$ cat src/rtl/dd2dms_pkg.sv
// ----------------------------------------------------------------------------
// dd2dms_pkg
// Shared widths, output modes and constants for the degrees to DMS converter.
// ----------------------------------------------------------------------------
`default_nettype none

package dd2dms_pkg;

    localparam int ANGLE_W     = 33;
    localparam int DEG_W       = 8;
    localparam int MIN_W       = 6;
    localparam int SEC_W       = 6;
    localparam int FRAC_OUT_W  = 16;
    localparam int IN_TDATA_W  = 40;
    localparam int OUT_TDATA_W = 40;
    localparam int OUT_FIELD_W = DEG_W + MIN_W + SEC_W + FRAC_OUT_W;
    localparam int QUEUE_DEPTH = 2;

    localparam logic [MIN_W-1:0] UNIT_WRAP = MIN_W'(60);
    localparam logic [MIN_W-1:0] UNIT_LAST = MIN_W'(59);

    typedef enum logic [1:0] {
        MODE_SEC_FRAC = 2'd0,
        MODE_SEC_RND  = 2'd1,
        MODE_MIN_FRAC = 2'd2,
        MODE_MIN_RND  = 2'd3
    } mode_t;

endpackage

`default_nettype wire

$ cat src/rtl/dd2dms_front.sv
// ----------------------------------------------------------------------------
// dd2dms_front
// Accepts angle beats, takes the sign and magnitude, splits whole degrees
// from the fraction of a degree and registers the result for the queue.
// ----------------------------------------------------------------------------
`default_nettype none

module dd2dms_front
    import dd2dms_pkg::*;
#(
    parameter int ANGLE_FRAC_BITS = 24
) (
    input  wire logic                               clk,
    input  wire logic                               rst_n,
    input  wire logic                               in_valid,
    output logic                                    in_ready,
    input  wire logic [ANGLE_W-1:0]                 angle,
    output logic                                    out_valid,
    input  wire logic                               out_ready,
    output logic [ANGLE_FRAC_BITS+DEG_W:0]          out_data   // neg, deg, frac
);

    localparam int EXT_W = (ANGLE_FRAC_BITS + DEG_W > ANGLE_W) ?
                           ANGLE_FRAC_BITS + DEG_W : ANGLE_W;

    logic                           vld_reg;
    logic                           vld_next;
    logic [ANGLE_FRAC_BITS+DEG_W:0] data_reg;
    logic                           neg;
    logic [ANGLE_W-1:0]             mag;
    logic [EXT_W-1:0]               mag_ext;
    logic                           take;

    assign in_ready = !vld_reg || out_ready;
    assign take     = in_valid && in_ready;
    assign neg      = angle[ANGLE_W-1];
    assign mag      = neg ? (~angle + ANGLE_W'(1)) : angle;
    assign mag_ext  = EXT_W'(mag);
    assign vld_next = take ? 1'b1 : (out_ready ? 1'b0 : vld_reg);

    always_ff @(posedge clk or negedge rst_n)
    begin
        if (!rst_n)
        begin
            vld_reg <= 1'b0;
        end
        else
        begin
            vld_reg <= vld_next;
        end
    end

    always_ff @(posedge clk)
    begin
        if (take)
        begin
            data_reg <= {mag_ext[ANGLE_FRAC_BITS-1:0],
                         mag_ext[ANGLE_FRAC_BITS+DEG_W-1:ANGLE_FRAC_BITS], neg};
        end
    end

    assign out_valid = vld_reg;
    assign out_data  = data_reg;

endmodule

`default_nettype wire

$ cat src/rtl/dd2dms_queue.sv
// ----------------------------------------------------------------------------
// dd2dms_queue
// Short register queue between the front and back parts.
// ----------------------------------------------------------------------------
`default_nettype none

module dd2dms_queue
    import dd2dms_pkg::*;
#(
    parameter int WIDTH = 33
) (
    input  wire logic             clk,
    input  wire logic             rst_n,
    input  wire logic             in_valid,
    output logic                  in_ready,
    input  wire logic [WIDTH-1:0] in_data,
    output logic                  out_valid,
    input  wire logic             out_ready,
    output logic [WIDTH-1:0]      out_data
);

    localparam int PTR_W = (QUEUE_DEPTH > 1) ? $clog2(QUEUE_DEPTH) : 1;
    localparam int CNT_W = $clog2(QUEUE_DEPTH + 1);

    logic [WIDTH-1:0] mem [QUEUE_DEPTH];
    logic [PTR_W-1:0] wr_ptr_reg;
    logic [PTR_W-1:0] wr_ptr_next;
    logic [PTR_W-1:0] rd_ptr_reg;
    logic [PTR_W-1:0] rd_ptr_next;
    logic [CNT_W-1:0] cnt_reg;
    logic [CNT_W-1:0] cnt_next;
    logic             push;
    logic             pop;

    assign in_ready  = cnt_reg != CNT_W'(QUEUE_DEPTH);
    assign out_valid = cnt_reg != '0;
    assign push      = in_valid && in_ready;
    assign pop       = out_valid && out_ready;
    assign out_data  = mem[rd_ptr_reg];

    always_comb
    begin
        wr_ptr_next = wr_ptr_reg;
        rd_ptr_next = rd_ptr_reg;
        cnt_next    = cnt_reg;
        if (push)
        begin
            wr_ptr_next = (wr_ptr_reg == PTR_W'(QUEUE_DEPTH - 1)) ? '0
                                                                 : wr_ptr_reg + PTR_W'(1);
        end
        if (pop)
        begin
            rd_ptr_next = (rd_ptr_reg == PTR_W'(QUEUE_DEPTH - 1)) ? '0
                                                                 : rd_ptr_reg + PTR_W'(1);
        end
        if (push && !pop)
        begin
            cnt_next = cnt_reg + CNT_W'(1);
        end
        else if (pop && !push)
        begin
            cnt_next = cnt_reg - CNT_W'(1);
        end
    end

    always_ff @(posedge clk or negedge rst_n)
    begin
        if (!rst_n)
        begin
            wr_ptr_reg <= '0;
            rd_ptr_reg <= '0;
            cnt_reg    <= '0;
        end
        else
        begin
            wr_ptr_reg <= wr_ptr_next;
            rd_ptr_reg <= rd_ptr_next;
            cnt_reg    <= cnt_next;
        end
    end

    always_ff @(posedge clk)
    begin
        if (push)
        begin
            mem[wr_ptr_reg] <= in_data;
        end
    end

endmodule

`default_nettype wire

$ cat src/rtl/dd2dms_back.sv
// ----------------------------------------------------------------------------
// dd2dms_back
// Three-stage pipeline: minutes from fraction x 60, seconds from remainder
// x 60, then rounding, carry and mode selection into the output register.
// ----------------------------------------------------------------------------
`default_nettype none

module dd2dms_back
    import dd2dms_pkg::*;
#(
    parameter int ANGLE_FRAC_BITS = 24,
    parameter int FRACTION_BITS   = 16
) (
    input  wire logic                              clk,
    input  wire logic                              rst_n,
    input  wire mode_t                             mode,
    input  wire logic                              in_valid,
    output logic                                   in_ready,
    input  wire logic [ANGLE_FRAC_BITS+DEG_W:0]    in_data,
    output logic                                   out_valid,
    input  wire logic                              out_ready,
    output logic                                   out_hemi,
    output logic [OUT_TDATA_W-1:0]                 out_tdata
);

    localparam int AFB    = ANGLE_FRAC_BITS;
    localparam int PROD_W = AFB + 6;
    localparam int SCL_W  = (AFB > FRACTION_BITS) ? AFB : FRACTION_BITS;
    localparam int SHR    = (AFB >= FRACTION_BITS) ? AFB - FRACTION_BITS : 0;
    localparam int SHL    = (AFB < FRACTION_BITS) ? FRACTION_BITS - AFB : 0;
    localparam int KEEP_W = (FRACTION_BITS < FRAC_OUT_W) ? FRACTION_BITS : FRAC_OUT_W;
    localparam logic [PROD_W-1:0] HALF = PROD_W'(1) << (AFB - 1);

    function automatic logic [PROD_W-1:0] times60(input logic [AFB-1:0] x);
        return {x, 6'b0} - {4'b0, x, 2'b0};
    endfunction

    function automatic logic [FRAC_OUT_W-1:0] scale_frac(input logic [AFB-1:0] rem);
        logic [SCL_W-1:0] tmp;
        tmp = (SCL_W'(rem) >> SHR) << SHL;
        return FRAC_OUT_W'(tmp[KEEP_W-1:0]);
    endfunction

    // stage 1
    logic                s1_vld_reg;
    logic                s1_ready;
    logic                s1_neg_reg;
    logic [DEG_W-1:0]    s1_deg_reg;
    logic [PROD_W-1:0]   s1_m60_reg;

    // stage 2
    logic                s2_vld_reg;
    logic                s2_ready;
    logic                s2_neg_reg;
    logic [DEG_W-1:0]    s2_deg_reg;
    logic [MIN_W-1:0]    s2_min_t_reg;
    logic [MIN_W-1:0]    s2_min_r_reg;
    logic [AFB-1:0]      s2_mrem_reg;
    logic [PROD_W-1:0]   s2_s60_reg;
    logic [PROD_W-1:0]   m_rnd_sum;

    // output stage
    logic                o_vld_reg;
    logic                o_hemi_reg;
    logic [OUT_FIELD_W-1:0] o_data_reg;
    logic [PROD_W-1:0]   s_rnd_sum;
    logic [SEC_W-1:0]    sec_t;
    logic [SEC_W-1:0]    sec_r;
    logic [DEG_W-1:0]    deg_o;
    logic [MIN_W-1:0]    min_o;
    logic [SEC_W-1:0]    sec_o;
    logic [FRAC_OUT_W-1:0] frac_o;

    assign in_ready = !s1_vld_reg || s1_ready;
    assign s1_ready = !s2_vld_reg || s2_ready;
    assign s2_ready = !o_vld_reg || out_ready;

    assign m_rnd_sum = s1_m60_reg + HALF;
    assign s_rnd_sum = s2_s60_reg + HALF;
    assign sec_t     = s2_s60_reg[PROD_W-1:AFB];
    assign sec_r     = s_rnd_sum[PROD_W-1:AFB];

    always_comb
    begin
        deg_o  = s2_deg_reg;
        min_o  = s2_min_t_reg;
        sec_o  = '0;
        frac_o = '0;
        unique case (mode)
            MODE_SEC_FRAC:
            begin
                sec_o  = sec_t;
                frac_o = scale_frac(s2_s60_reg[AFB-1:0]);
            end
            MODE_SEC_RND:
            begin
                sec_o = sec_r;
                if (sec_r == UNIT_WRAP)
                begin
                    sec_o = '0;
                    if (s2_min_t_reg == UNIT_LAST)
                    begin
                        min_o = '0;
                        deg_o = s2_deg_reg + DEG_W'(1);
                    end
                    else
                    begin
                        min_o = s2_min_t_reg + MIN_W'(1);
                    end
                end
            end
            MODE_MIN_FRAC:
            begin
                frac_o = scale_frac(s2_mrem_reg);
            end
            MODE_MIN_RND:
            begin
                min_o = s2_min_r_reg;
                if (s2_min_r_reg == UNIT_WRAP)
                begin
                    min_o = '0;
                    deg_o = s2_deg_reg + DEG_W'(1);
                end
            end
            default:
            begin
                deg_o = s2_deg_reg;
            end
        endcase
    end

    always_ff @(posedge clk or negedge rst_n)
    begin
        if (!rst_n)
        begin
            s1_vld_reg <= 1'b0;
            s2_vld_reg <= 1'b0;
            o_vld_reg  <= 1'b0;
        end
        else
        begin
            if (in_ready)
            begin
                s1_vld_reg <= in_valid;
            end
            if (s1_ready)
            begin
                s2_vld_reg <= s1_vld_reg;
            end
            if (s2_ready)
            begin
                o_vld_reg <= s2_vld_reg;
            end
        end
    end

    always_ff @(posedge clk)
    begin
        if (in_ready && in_valid)
        begin
            s1_neg_reg <= in_data[0];
            s1_deg_reg <= in_data[DEG_W:1];
            s1_m60_reg <= times60(in_data[AFB+DEG_W:DEG_W+1]);
        end
        if (s1_ready && s1_vld_reg)
        begin
            s2_neg_reg   <= s1_neg_reg;
            s2_deg_reg   <= s1_deg_reg;
            s2_min_t_reg <= s1_m60_reg[PROD_W-1:AFB];
            s2_min_r_reg <= m_rnd_sum[PROD_W-1:AFB];
            s2_mrem_reg  <= s1_m60_reg[AFB-1:0];
            s2_s60_reg   <= times60(s1_m60_reg[AFB-1:0]);
        end
        if (s2_ready && s2_vld_reg)
        begin
            o_hemi_reg <= s2_neg_reg;
            o_data_reg <= {frac_o, sec_o, min_o, deg_o};
        end
    end

    assign out_valid = o_vld_reg;
    assign out_hemi  = o_hemi_reg;
    assign out_tdata = OUT_TDATA_W'(o_data_reg);

endmodule

`default_nettype wire

$ cat src/rtl/decimal_degrees_to_dms.sv
// ----------------------------------------------------------------------------
// decimal_degrees_to_dms
// Signed fixed-point degrees to hemisphere, degrees, minutes and seconds.
// ----------------------------------------------------------------------------
// Takes one angle beat per clock and gives one result beat per clock while the
// output side is ready; a result passes through the front register, the queue,
// two back stages and the output register after its beat is accepted. Every
// stage handles one item per cycle unless held by back-pressure: both
// multiplications by 60 are shift-and-subtract, each in a stage of its own.
// output_mode is written on the cfg channel, which is always ready; write it
// only when no beat is in flight. The kind flag selects N/S or E/W naming only
// and does not change the result.
`default_nettype none

module decimal_degrees_to_dms
    import dd2dms_pkg::*;
#(
    parameter int ANGLE_FRAC_BITS = 24,
    parameter int FRACTION_BITS   = 16
) (
    input  wire logic                   clk,
    input  wire logic                   rst_n,
    input  wire logic                   s_axis_tvalid,
    output logic                        s_axis_tready,
    input  wire logic [IN_TDATA_W-1:0]  s_axis_tdata,   // angle[32:0], zero pad
    input  wire logic [0:0]             s_axis_tuser,   // kind
    output logic                        m_axis_tvalid,
    input  wire logic                   m_axis_tready,
    output logic [OUT_TDATA_W-1:0]      m_axis_tdata,   // degrees, minutes, seconds,
                                                        // fraction, zero pad
    output logic [0:0]                  m_axis_tuser,   // hemisphere
    input  wire logic                   cfg_valid,
    output logic                        cfg_ready,
    input  wire logic [1:0]             cfg_data        // output_mode
);

    localparam int QW = ANGLE_FRAC_BITS + DEG_W + 1;

    mode_t          mode_reg;
    mode_t          mode_next;
    logic           f_valid;
    logic           f_ready;
    logic [QW-1:0]  f_data;
    logic           q_valid;
    logic           q_ready;
    logic [QW-1:0]  q_data;
    logic           kind_unused;

    assign cfg_ready   = 1'b1;
    assign mode_next   = (cfg_valid && cfg_ready) ? mode_t'(cfg_data) : mode_reg;
    assign kind_unused = s_axis_tuser[0];

    always_ff @(posedge clk or negedge rst_n)
    begin
        if (!rst_n)
        begin
            mode_reg <= MODE_SEC_FRAC;
        end
        else
        begin
            mode_reg <= mode_next;
        end
    end

    dd2dms_front #(
        .ANGLE_FRAC_BITS (ANGLE_FRAC_BITS)
    ) u_front (
        .clk       (clk),
        .rst_n     (rst_n),
        .in_valid  (s_axis_tvalid),
        .in_ready  (s_axis_tready),
        .angle     (s_axis_tdata[ANGLE_W-1:0]),
        .out_valid (f_valid),
        .out_ready (f_ready),
        .out_data  (f_data)
    );

    dd2dms_queue #(
        .WIDTH (QW)
    ) u_queue (
        .clk       (clk),
        .rst_n     (rst_n),
        .in_valid  (f_valid),
        .in_ready  (f_ready),
        .in_data   (f_data),
        .out_valid (q_valid),
        .out_ready (q_ready),
        .out_data  (q_data)
    );

    dd2dms_back #(
        .ANGLE_FRAC_BITS (ANGLE_FRAC_BITS),
        .FRACTION_BITS   (FRACTION_BITS)
    ) u_back (
        .clk       (clk),
        .rst_n     (rst_n),
        .mode      (mode_reg),
        .in_valid  (q_valid),
        .in_ready  (q_ready),
        .in_data   (q_data),
        .out_valid (m_axis_tvalid),
        .out_ready (m_axis_tready),
        .out_hemi  (m_axis_tuser[0]),
        .out_tdata (m_axis_tdata)
    );

endmodule

`default_nettype wire

$ cat config.mk
export PLATFORM = sky130hd
export DESIGN_NAME = decimal_degrees_to_dms
export DESIGN_NICKNAME = d
export VERILOG_FILES = /design/src/rtl/dd2dms_pkg.sv /design/src/rtl/dd2dms_front.sv /design/src/rtl/dd2dms_queue.sv /design/src/rtl/dd2dms_back.sv /design/src/rtl/decimal_degrees_to_dms.sv
export SDC_FILE = /design/constraint.sdc
export NUM_CORES = 1
export LEC_CHECK = 0
export ABC_AREA = 1
export ABC_CLOCK_PERIOD_IN_PS = 4200
export BUFFER_PORTS_ARGS = -buffer_cell sky130_fd_sc_hd__buf_2
export CAP_MARGIN = 20
export CELL_PAD_IN_SITES_DETAIL_PLACEMENT = 1
export CELL_PAD_IN_SITES_GLOBAL_PLACEMENT = 2
export CORE_ASPECT_RATIO = 0.5
export CORE_MARGIN = 1
export CORE_UTILIZATION = 41
export DETAILED_ROUTE_END_ITERATION = 10
export PLACE_DENSITY = 0.9
export SYNTH_ARGS = -nofsm -noshare
export SYNTH_HDL_FRONTEND = slang
export SYNTH_SLANG_ARGS = --single-unit
$ cat constraint.sdc
create_clock -name clk -period 4.2 [get_ports clk]
set_input_delay 1.05 -clock clk [delete_from_list [all_inputs] [get_ports clk]]
set_output_delay 1.05 -clock clk [all_outputs]
set_load 0.03 [all_outputs]
# Word level (Yosys, flattened, before mapping)

Memories as Yosys holds them, arrays and structs flattened.
Index checks and enable logic that the tools add are counted.

Equal/unequal tests: 7
Reductions and logical operators: 21
Multiplexer cells: 20
Bitwise logic cells: 1
Add/subtract/negate cells: 11

Operators by type and width:

| operator                 | count |
|---|---|
| $add A30 B24 Y30 const B | 2 |
| $sub A30 B26 Y30         | 2 |
| $add A32 B1 Y32 const B  | 1 |
| $mux W32                 | 1 |
| $not A32 Y32             | 1 |
| $pmux W16 S2             | 1 |
| $mux W6                  | 4 |
| $mux W8                  | 3 |
| $pmux W6 S2              | 2 |
| $eq A6 B6 Y1 const B     | 3 |
| $pmux W8 S2              | 1 |
| $add A8 B1 Y8 const B    | 1 |
| $logic_and A1 B1 Y1      | 7 |
| $add A6 B1 Y6 const B    | 1 |
| $logic_not A1 Y1         | 6 |
| $mux W1                  | 6 |
| $reduce_bool A2 Y1       | 3 |
| $eq A2 B2 Y1 const B     | 2 |
| $logic_or A1 B1 Y1       | 4 |
| $mux W2                  | 2 |
| $add A1 B1 Y1 const B    | 2 |
| $add A2 B1 Y2 const B    | 1 |
| $eq A2 B1 Y1 const B     | 1 |
| $logic_not A2 Y1         | 1 |
| 2 further kinds          | 2 |

Bits in writable memories: 66
Register bits: 194
Bits of input ports: 48
Output and inout bits: 44
Logic and storage cells: 81
Memories: 1

Memories:

| memory      | depth | width | rd ports | clocked after memory_dff | wr ports | line               | text |
|---|---|---|---|---|---|---|---|
| u_queue.mem | 2     | 33    | 1        | 0                        | 1        | dd2dms_queue.sv:25 | `logic [WIDTH-1:0] mem [QUEUE_DEPTH];` |

# Longest topological paths before layout

Gate-level depths: netlist (run 1).

Word-level depth: 8
Mapped depth: 17
Mapped depth without buffers: 15

# Cells and area by module

Synthesis (run 1) repeated with hierarchy kept, for this count alone.

Cells, all modules: 1540
Area, all modules: 13591.8 um^2

Modules (own cells, without submodules):

| module                 | cells each | sequential area each (um^2) | instances | area an instance (um^2) |
|---|---|---|---|---|
| dd2dms_back            | 1063       | 4068.9                      | 1         | 8677.1 |
| dd2dms_queue           | 201        | 2082.0                      | 1         | 2703.8 |
| dd2dms_front           | 265        | 1016.0                      | 1         | 2123.3 |
| decimal_degrees_to_dms | 11         | 50.0                        | 1         | 87.6 |

# Worst setup path after synthesis (run 1)

Ideal clock, no wire load.

Path type: in2reg
From: input m_axis_tready
To: register u_back.o_data_reg[0], enable pin
Data required time: 3.756 ns
Setup time: 0.444 ns
Buffers on the path: 0
Slack: 0.856 ns
Arrival: 2.901 ns
Stages: 2
Path through: inv_1 > a21oi_1

Longest elaborated chain between the ends: 2

RTL lines:

| item                 | line                         | text |
|---|---|---|
| start, declared      | decimal_degrees_to_dms.sv:28 | `input wire logic m_axis_tready,` |
| $logic_or A1 B1 Y1   | dd2dms_back.sv:76            | `assign s2_ready = !o_vld_reg \|\| out_ready;` |
| $logic_and A1 B1 Y1  | dd2dms_back.sv:174           | `if (s2_ready && s2_vld_reg)` |
| end signal, assigned | dd2dms_back.sv:177           | `o_data_reg <= {frac_o, sec_o, min_o, deg_o};` |
| end, declared        | dd2dms_back.sv:65            | `logic [OUT_FIELD_W-1:0] o_data_reg;` |

Every way passes these cells.
A chain may end at the register's enable or synchronous reset.

# Final worst setup path (run 1)

From: register u_queue.rd_ptr_reg
To: register u_back.s1_m60_reg[28] (data pin)

Longest elaborated chain between the ends: 2

RTL lines:

| item                   | line               | text |
|---|---|---|
| start, declared        | dd2dms_queue.sv:28 | `logic [PTR_W-1:0] rd_ptr_reg;` |
| start signal, assigned | dd2dms_queue.sv:77 | `rd_ptr_reg <= rd_ptr_next;` |
| $mem_v2 Z2 W33         | -                  |  |
| $sub A30 B26 Y30       | dd2dms_back.sv:35  | `return {x, 6'b0} - {4'b0, x, 2'b0};` |
| end signal, assigned   | dd2dms_back.sv:163 | `s1_m60_reg <= times60(in_data[AFB+DEG_W:DEG_W+1]);` |
| end, declared          | dd2dms_back.sv:49  | `logic [PROD_W-1:0] s1_m60_reg;` |

Every way passes these cells.

==> flow_metrics.env, run 1 <==
export IMPL_placementRows=46
export IMPL_layout_common_cells="nand2_1 (488), edfxtp_1 (232), inv_1 (229)"
export IMPL_required_ns=4.47
export IMPL_crit_slowest_cell="ha_1"
export IMPL_core_area_mm2=0.0323
export IMPL_synth_main_ff_cell="edfxtp_1"
export IMPL_maxCapViolCount=0
export IMPL_grt_max_degree=46
export IMPL_dieHeight_um=131
export IMPL_leakage_uw=0.00695
export IMPL_cts_buffers_inserted=23
export IMPL_startpoint="u_queue.rd_ptr_reg"
export IMPL_cp_num_cells=14
export IMPL_largest_reg_flops=66
export IMPL_grt_pass1_wl_um=56700
export IMPL_endpoint="u_back.s1_m60_reg[28]"
export IMPL_nFillCells=3842
export IMPL_setup_tns_ns=0
export IMPL_cts_resized=0
export IMPL_gp_congestion=0.876
export IMPL_finalInstanceArea_mm2=0.0154
export IMPL_cts_buffer_depth=3
export IMPL_portBuffers=78
export IMPL_clock_skew_ns=0.00977
export IMPL_r2r_start="u_queue.rd_ptr_reg"
export IMPL_final_cells=2127
export IMPL_grt_pass1_vias=11000
export IMPL_ys_warn_count=0
export IMPL_io_pins=92
export IMPL_crit_family="simple AND/OR/NAND/NOR gates"
export IMPL_max_stage_delay_ns=0.44
export IMPL_p_per_area_mw_per_mm2=933
export IMPL_rsz0062_at_grt="false"
export IMPL_area_delta_synth_final_pct=11.8
export IMPL_first_pass_iters=10
export IMPL_dpl_hpwl_um=27300
export IMPL_dp_cells=2085
export IMPL_placed_cell_area_mm2=0.0146
export IMPL_viasPerCell=5.00
export IMPL_htreeDepth=1
export IMPL_syn_avg_cell_area_um2=8.64
export IMPL_path_buf_inv=3
export IMPL_via_count=10600
export IMPL_endpoint_kind="flip-flop"
export IMPL_start_util=0.425
export IMPL_critical_path_cell_chain="inv_2, nand2_1, nand2_1, inv_1, ha_1, nand2_1, nor2_1, nand2_1, nor3_1, inv_1, nor2_1, nand2_1, nand3_1, nand2_1"
export IMPL_setup_violations=0
export IMPL_postCtsSetupBuffers=0
export IMPL_hold_ws_ns=0.403
export IMPL_drt_initial_drc_count=569
export IMPL_slew_violations=0
export IMPL_hold_violations=0
export IMPL_tightest_slew_ns=0.879
export IMPL_ff2ff_path_depth=14
export IMPL_drive_gt1_frac=0.106
export IMPL_die_x_um=261
export IMPL_ys_seq_area_frac=0.525
export IMPL_grt_overflow=0
export IMPL_ir_worst_vdd_uv=350
export IMPL_route_detailed_drc=6
export IMPL_clock_latency_ns=0.52
export IMPL_cts_sinks=242
export IMPL_antenna_found_initial=0
export IMPL_fin_crit_ns=3.05
export IMPL_drt_total_wl_um=34400
export IMPL_violations="DRC"
export IMPL_die_area_mm2=0.0343
export IMPL_post_route_period_util=0.727
export IMPL_nNetsFinal=1772
export IMPL_synth_seq_cells=242
export IMPL_max_slew_margin=0.412
export IMPL_critPathKind="reg -> reg"
export IMPL_ff2ff_setup_slack_ns=1.15
export IMPL_cts_hold_buffers_added=0
export IMPL_antenna_cells=0
export IMPL_mostFrequentLayoutCell="nand2_1"
export IMPL_cts_tree="done"
export IMPL_min_path_type="in -> async"
export IMPL_global_route_usage_total=0.206
export IMPL_p_total_uw=14300
export IMPL_root_buffer="clkbuf_16"
export IMPL_cp_arrival_ns=3.33
export IMPL_async_flop_share=0.0413
export IMPL_timing_fmax_mhz=328
export IMPL_antenna_left=0
export IMPL_path_common_cell="nand2_1"
export IMPL_post_drt_wl_per_cell_um=16.2
export IMPL_status="finished with violations"
export IMPL_synth_edff_count=232
export IMPL_critPathMaxFanout=34
export IMPL_startpoint_type="flip-flop"
export IMPL_ys_types=40
export IMPL_synth_area_mm2=0.0137
export IMPL_netlist_instances=1590
export IMPL_clkTransAtPathRegs_ns=0.07
export IMPL_reg2reg_to="u_back.s1_m60_reg[28]"
per-layer routing:
| metal | share of wire | up-vias | wire length, um | GRT usage |
|---|---|---|---|---|
| met5 | 0 | - | 0 | 0 |
| met4 | 0.018 | 0 | 627 | 0.0390 |
| met3 | 0.031 | 42 | 1080 | 0.0260 |
| met2 | 0.45 | 136 | 15500 | 0.335 |
| met1 | 0.50 | 5071 | 17100 | 0.296 |
| li1 | - | 5381 | - | - |
synth_stat cells, drive strengths merged, types with 2 or more instances:
cell	n	share of area
o22ai	3	0.0014
xnor2	11	0.0070
nand3b	4	0.0022
conb	2	0.00055
o21a	2	0.0011
nor2	125	0.036
dfrtp	10	0.018
clkbuf	13	0.0036
o211ai	2	0.0011
o21bai	7	0.0044
edfxtp	232	0.51
buf	14	0.0077
a21oi	53	0.019
ha	45	0.041
a32oi	4	0.0026
nor3	22	0.0080
or2	18	0.0082
a22oi	2	0.0011
xor2	45	0.029
o21ai	75	0.028
inv	236	0.064
nand4	24	0.011
nand2	502	0.14
nand3	137	0.053
power by group:
part | leakage (uW) | switching, uW | internal [uW] | total, uW
Clock | 0.000350 | 855 | 1190 | 2050
Sequential | 0.00237 | 594 | 4280 | 4870
Combinational | 0.00423 | 5130 | 2270 | 7410
worst min-delay path by stage:
stage | from | cells after the start | end | slack [ns]
3_3_place_gp | u_back.s2_neg_reg | 0 | u_back.out_hemi | 0.40
3_5_place_dp | u_back.s1_neg_reg | 0 | u_back.s2_neg_reg | 0.41
6_report | rst_n | 1 | u_queue.wr_ptr_reg | 0.40
5_1_grt | rst_n | 1 | u_queue.wr_ptr_reg | 0.40
4_1_cts | rst_n | 1 | u_queue.wr_ptr_reg | 0.40
2_1_floorplan | u_back.s2_neg_reg | 0 | u_back.out_hemi | 0.40
logic make-up (layout without fill, tap and decap cells):
logic type      Yosys count  count (layout)  synth area share
simple gates            833             833             0.263
buf+inv                 264             366            0.0761
xor+xnor                 56              56            0.0357
flops                   242             242             0.525
fa+ha+maj                45              45            0.0410
other cells               2               5          0.000547
compound gates          148             148            0.0588
area by class of cell:
cell class	count	area (um^2)	share of cell area
clock buffers	29	598	0.0390
clock inverters	12	139	0.00904
inverters	237	890	0.0579
multi-input cells	1087	5500	0.358
flip-flops and latches	242	7220	0.470
well taps	432	541	0.0352
repair buffers	88	469	0.0306
through the flow:
stage / worst slack, ns / utilization
2_1_floorplan: 0.856 / -
3_3_place_gp: 1.22 / 0.452
3_5_place_dp: 1.18 / 0.452
4_1_cts: 1.16 / 0.475
5_1_grt: 0.790 / 0.476
6_report: 1.15 / 0.476
worst reg2reg max path, cell delays in order (launching register included):
cell,delay [ns]
dfrtp_1,0.39
inv_2,0.40
nand2_1,0.16
nand2_1,0.20
inv_1,0.16
ha_1,0.45
nand2_1,0.13
nor2_1,0.21
nand2_1,0.13
nor3_1,0.21
inv_1,0.07
nor2_1,0.09
nand2_1,0.08
nand3_1,0.07
nand2_1,0.06
Power figures use the tool's default switching activity.
==> run 2, diff against run 1 <==
ABC_AREA = 0   (was 1)
ABC_CLOCK_PERIOD_IN_PS = 3200   (was 4200)
CORE_UTILIZATION = 42   (was 41)
PLACE_DENSITY = 0.84   (was 0.9)
clock period = 3.2 ns   (was 4.2 ns; I/O delays follow)
==> run 2 against run 1 <==
The flow now finishes without violations. Sequential cell count did not move. Fmax rose by 0.11%. Clock skew rose by 0.0053 ns. Via count fell by 26%. Worst hold slack got worse by 0.23 ns. Core utilization rose by 2.6 points. Critical endpoint is now u_back.s1_m60_reg[27]. Largest cell class unchanged. Largest power group unchanged.
==> flow_metrics.env, run 2 <==
export IMPL_setup_violations=0
export IMPL_die_x_um=242
export IMPL_grt_pass1_vias=8224
export IMPL_post_route_period_util=0.953
export IMPL_regArea_mm2=0.00722
export IMPL_hold_violations=0
export IMPL_synth_main_ff_cell="edfxtp_1"
export IMPL_maxCapViolCount=0
export IMPL_critPathMaxFanout=13
export IMPL_endpoint_kind="flip-flop"
export IMPL_global_route_usage_total=0.181
export IMPL_startpoint="u_queue.rd_ptr_reg"
export IMPL_ys_types=68
export IMPL_synth_area_mm2=0.0121
export IMPL_ys_seq_area_frac=0.598
export IMPL_async_flop_share=0.0413
export IMPL_placementRows=43
export IMPL_multi_input_area_mm2=0.00453
export IMPL_rsz0062_at_grt="false"
export IMPL_portBuffers=78
export IMPL_cp_arrival_ns=3.31
export IMPL_r2r_start="u_queue.rd_ptr_reg"
export IMPL_status="finished, final reports clean"
export IMPL_tightest_slew_ns=0.687
export IMPL_start_util=0.431
export IMPL_min_path_type="in -> async"
export IMPL_cts_sinks=242
export IMPL_layout_common_cells="edfxtp_1 (232), buf_2 (78), xnor2_1 (72)"
export IMPL_leakage_uw=0.00543
export IMPL_fin_crit_ns=3.05
export IMPL_endpoint="u_back.s1_m60_reg[27]"
export IMPL_startpoint_type="flip-flop"
export IMPL_cts_buffer_depth=3
export IMPL_nNetsFinal=1179
export IMPL_max_slew_margin=0.539
export IMPL_die_area_mm2=0.0295
export IMPL_viasPerCell=5.27
export IMPL_timing_fmax_mhz=328
export IMPL_via_count=7820
export IMPL_netlist_instances=961
export IMPL_core_area_mm2=0.0280
export IMPL_reg2reg_to="u_back.s1_m60_reg[27]"
export IMPL_required_ns=3.46
export IMPL_synth_top_cells_by_area="edfxtp_1 (58%), xnor2_1 (5.2%), ha_1 (4.7%)"
export IMPL_ys_warn_count=0
export IMPL_critPathKind="reg -> reg"
export IMPL_synth_edff_count=232
export IMPL_grt_overflow=0
export IMPL_htreeDepth=1
export IMPL_grt_max_degree=60
export IMPL_p_total_uw=17600
export IMPL_ir_worst_vdd_uv=437
export IMPL_gp_congestion=0.865
export IMPL_antenna_left=0
export IMPL_largest_reg_flops=66
export IMPL_synth_seq_cells=242
export IMPL_clkTransAtPathRegs_ns=0.06
export IMPL_cts_tree="done"
export IMPL_syn_avg_cell_area_um2=12.6
export IMPL_synthMostInstantiatedCell="edfxtp_1"
export IMPL_antenna_cells=0
export IMPL_route_detailed_drc=0
export IMPL_drive_gt1_frac=0.179
export IMPL_area_delta_synth_final_pct=16.3
export IMPL_antenna_found_initial=0
export IMPL_ff2ff_path_depth=10
export IMPL_yosys_area_top_type="edfxtp_1"
export IMPL_clock_latency_ns=0.53
export IMPL_first_pass_iters=4
export IMPL_synth_common_cells="edfxtp_1 (232), xnor2_1 (72), nand2_1 (68)"
export IMPL_drt_total_wl_um=26500
export IMPL_clock_skew_ns=0.0151
export IMPL_grt_pass1_wl_um=42600
export IMPL_p_per_area_mw_per_mm2=1260
export IMPL_root_buffer="clkbuf_16"
export IMPL_mostFrequentLayoutCell="edfxtp_1"
export IMPL_slew_violations=0
export IMPL_dpl_hpwl_um=19900
export IMPL_ff2ff_setup_slack_ns=0.15
export IMPL_io_pins=92
export IMPL_synthDominantCellAreaShare=0.577
export IMPL_post_drt_wl_per_cell_um=17.9
export IMPL_setup_tns_ns=0
export IMPL_dieHeight_um=122
export IMPL_drt_initial_drc_count=370
export IMPL_nFillCells=2935
export IMPL_cts_buffers_inserted=24
-- run 2: cell count changes after synthesis, sizes merged, moves of 27 or more --
cell | before | now
inv | 236 | 61
mux2i | 0 | 39
nand2 | 502 | 68
nand3 | 137 | 21
nor2 | 125 | 53
o21ai | 75 | 41
xnor2 | 11 | 72
xor2 | 45 | 18
-- run 2: metal layers --
metal	vias up	GRT usage	wire, um
li1	3863	-	-
met1	3798	0.253	13300
met2	131	0.300	11900
met3	28	0.0328	1000
met4	0	0.0316	340
met5	-	0	0
-- run 2: stage by stage --
stage               worst slack (ns)  cell area, um^2  hold slack (ns)  utilization  std cells
finish                         0.152            14000            0.169        0.502       1484
global route                 0.00432            14000            0.158        0.502       1484
CTS                           0.0496            14000            0.164        0.501       1484
detailed placement            0.0812            13200            0.412        0.473       1442
global placement               0.183            13200            0.406        0.473       1442
floorplan                     0.0507            12100            0.400            -        964
-- run 2: what timing repair did --
| item | CTS | global route |
|---|---|---|
| gates resized for setup | 0 | 5 |
| setup buffers | 0 | 0 |
| hold buffers | 0 | 0 |
| hold endpoints to repair | 0 | 0 |
| endpoints found under the setup margin | 0 | 6 |
-- run 2: worst min path at each step --
stage,from,to,slack (ns),cells past startpoint
finish,rst_n,u_front.out_valid,0.17,1
floorplan,u_back.s2_neg_reg,u_back.out_hemi,0.40,0
global placement,u_back.s1_neg_reg,u_back.s2_neg_reg,0.41,0
CTS,rst_n,u_queue.wr_ptr_reg,0.16,1
detailed placement,u_back.s1_deg_reg[6],u_back.s2_deg_reg[6],0.41,0
global route,rst_n,u_queue.wr_ptr_reg,0.16,1
-- run 2: cell families after synthesis --
logic type / synth area share
buffers and inverters: 0.0295
adders and majority gates: 0.0466
and+or+nand+nor: 0.0978
AOI/OAI and AO/OA: 0.116
DFF: 0.598
muxes: 0.0463
other: 0.000622
xor gates and xnor gates: 0.0653
-- run 2: area by class of cell --
class                   instances  area share
repair buffers                123      0.0555
inverters                      61      0.0163
flip-flops and latches        242       0.514
well taps                     382      0.0341
clock inverters                10     0.00999
multi-input cells             634       0.323
clock buffers                  32      0.0471
-- run 2: power breakdown --
part           internal (uW)  total, uW  switching, uW  leakage [uW]
sequential              5540       6270            734       0.00235
combinational           3420       8510           5090       0.00269
clock                   1700       2850           1150      0.000393
total                  10700      17600           6980       0.00543
-- run 2: critical path: stages, from the launching register on --
cell,delay [ns]
dfrtp_2,0.44
buf_12,0.17
buf_12,0.15
mux2i_1,0.28
ha_1,0.31
a21o_1,0.19
a221o_1,0.36
a21o_1,0.21
a2111oi_2,0.37
o311ai_2,0.13
xor2_1,0.16
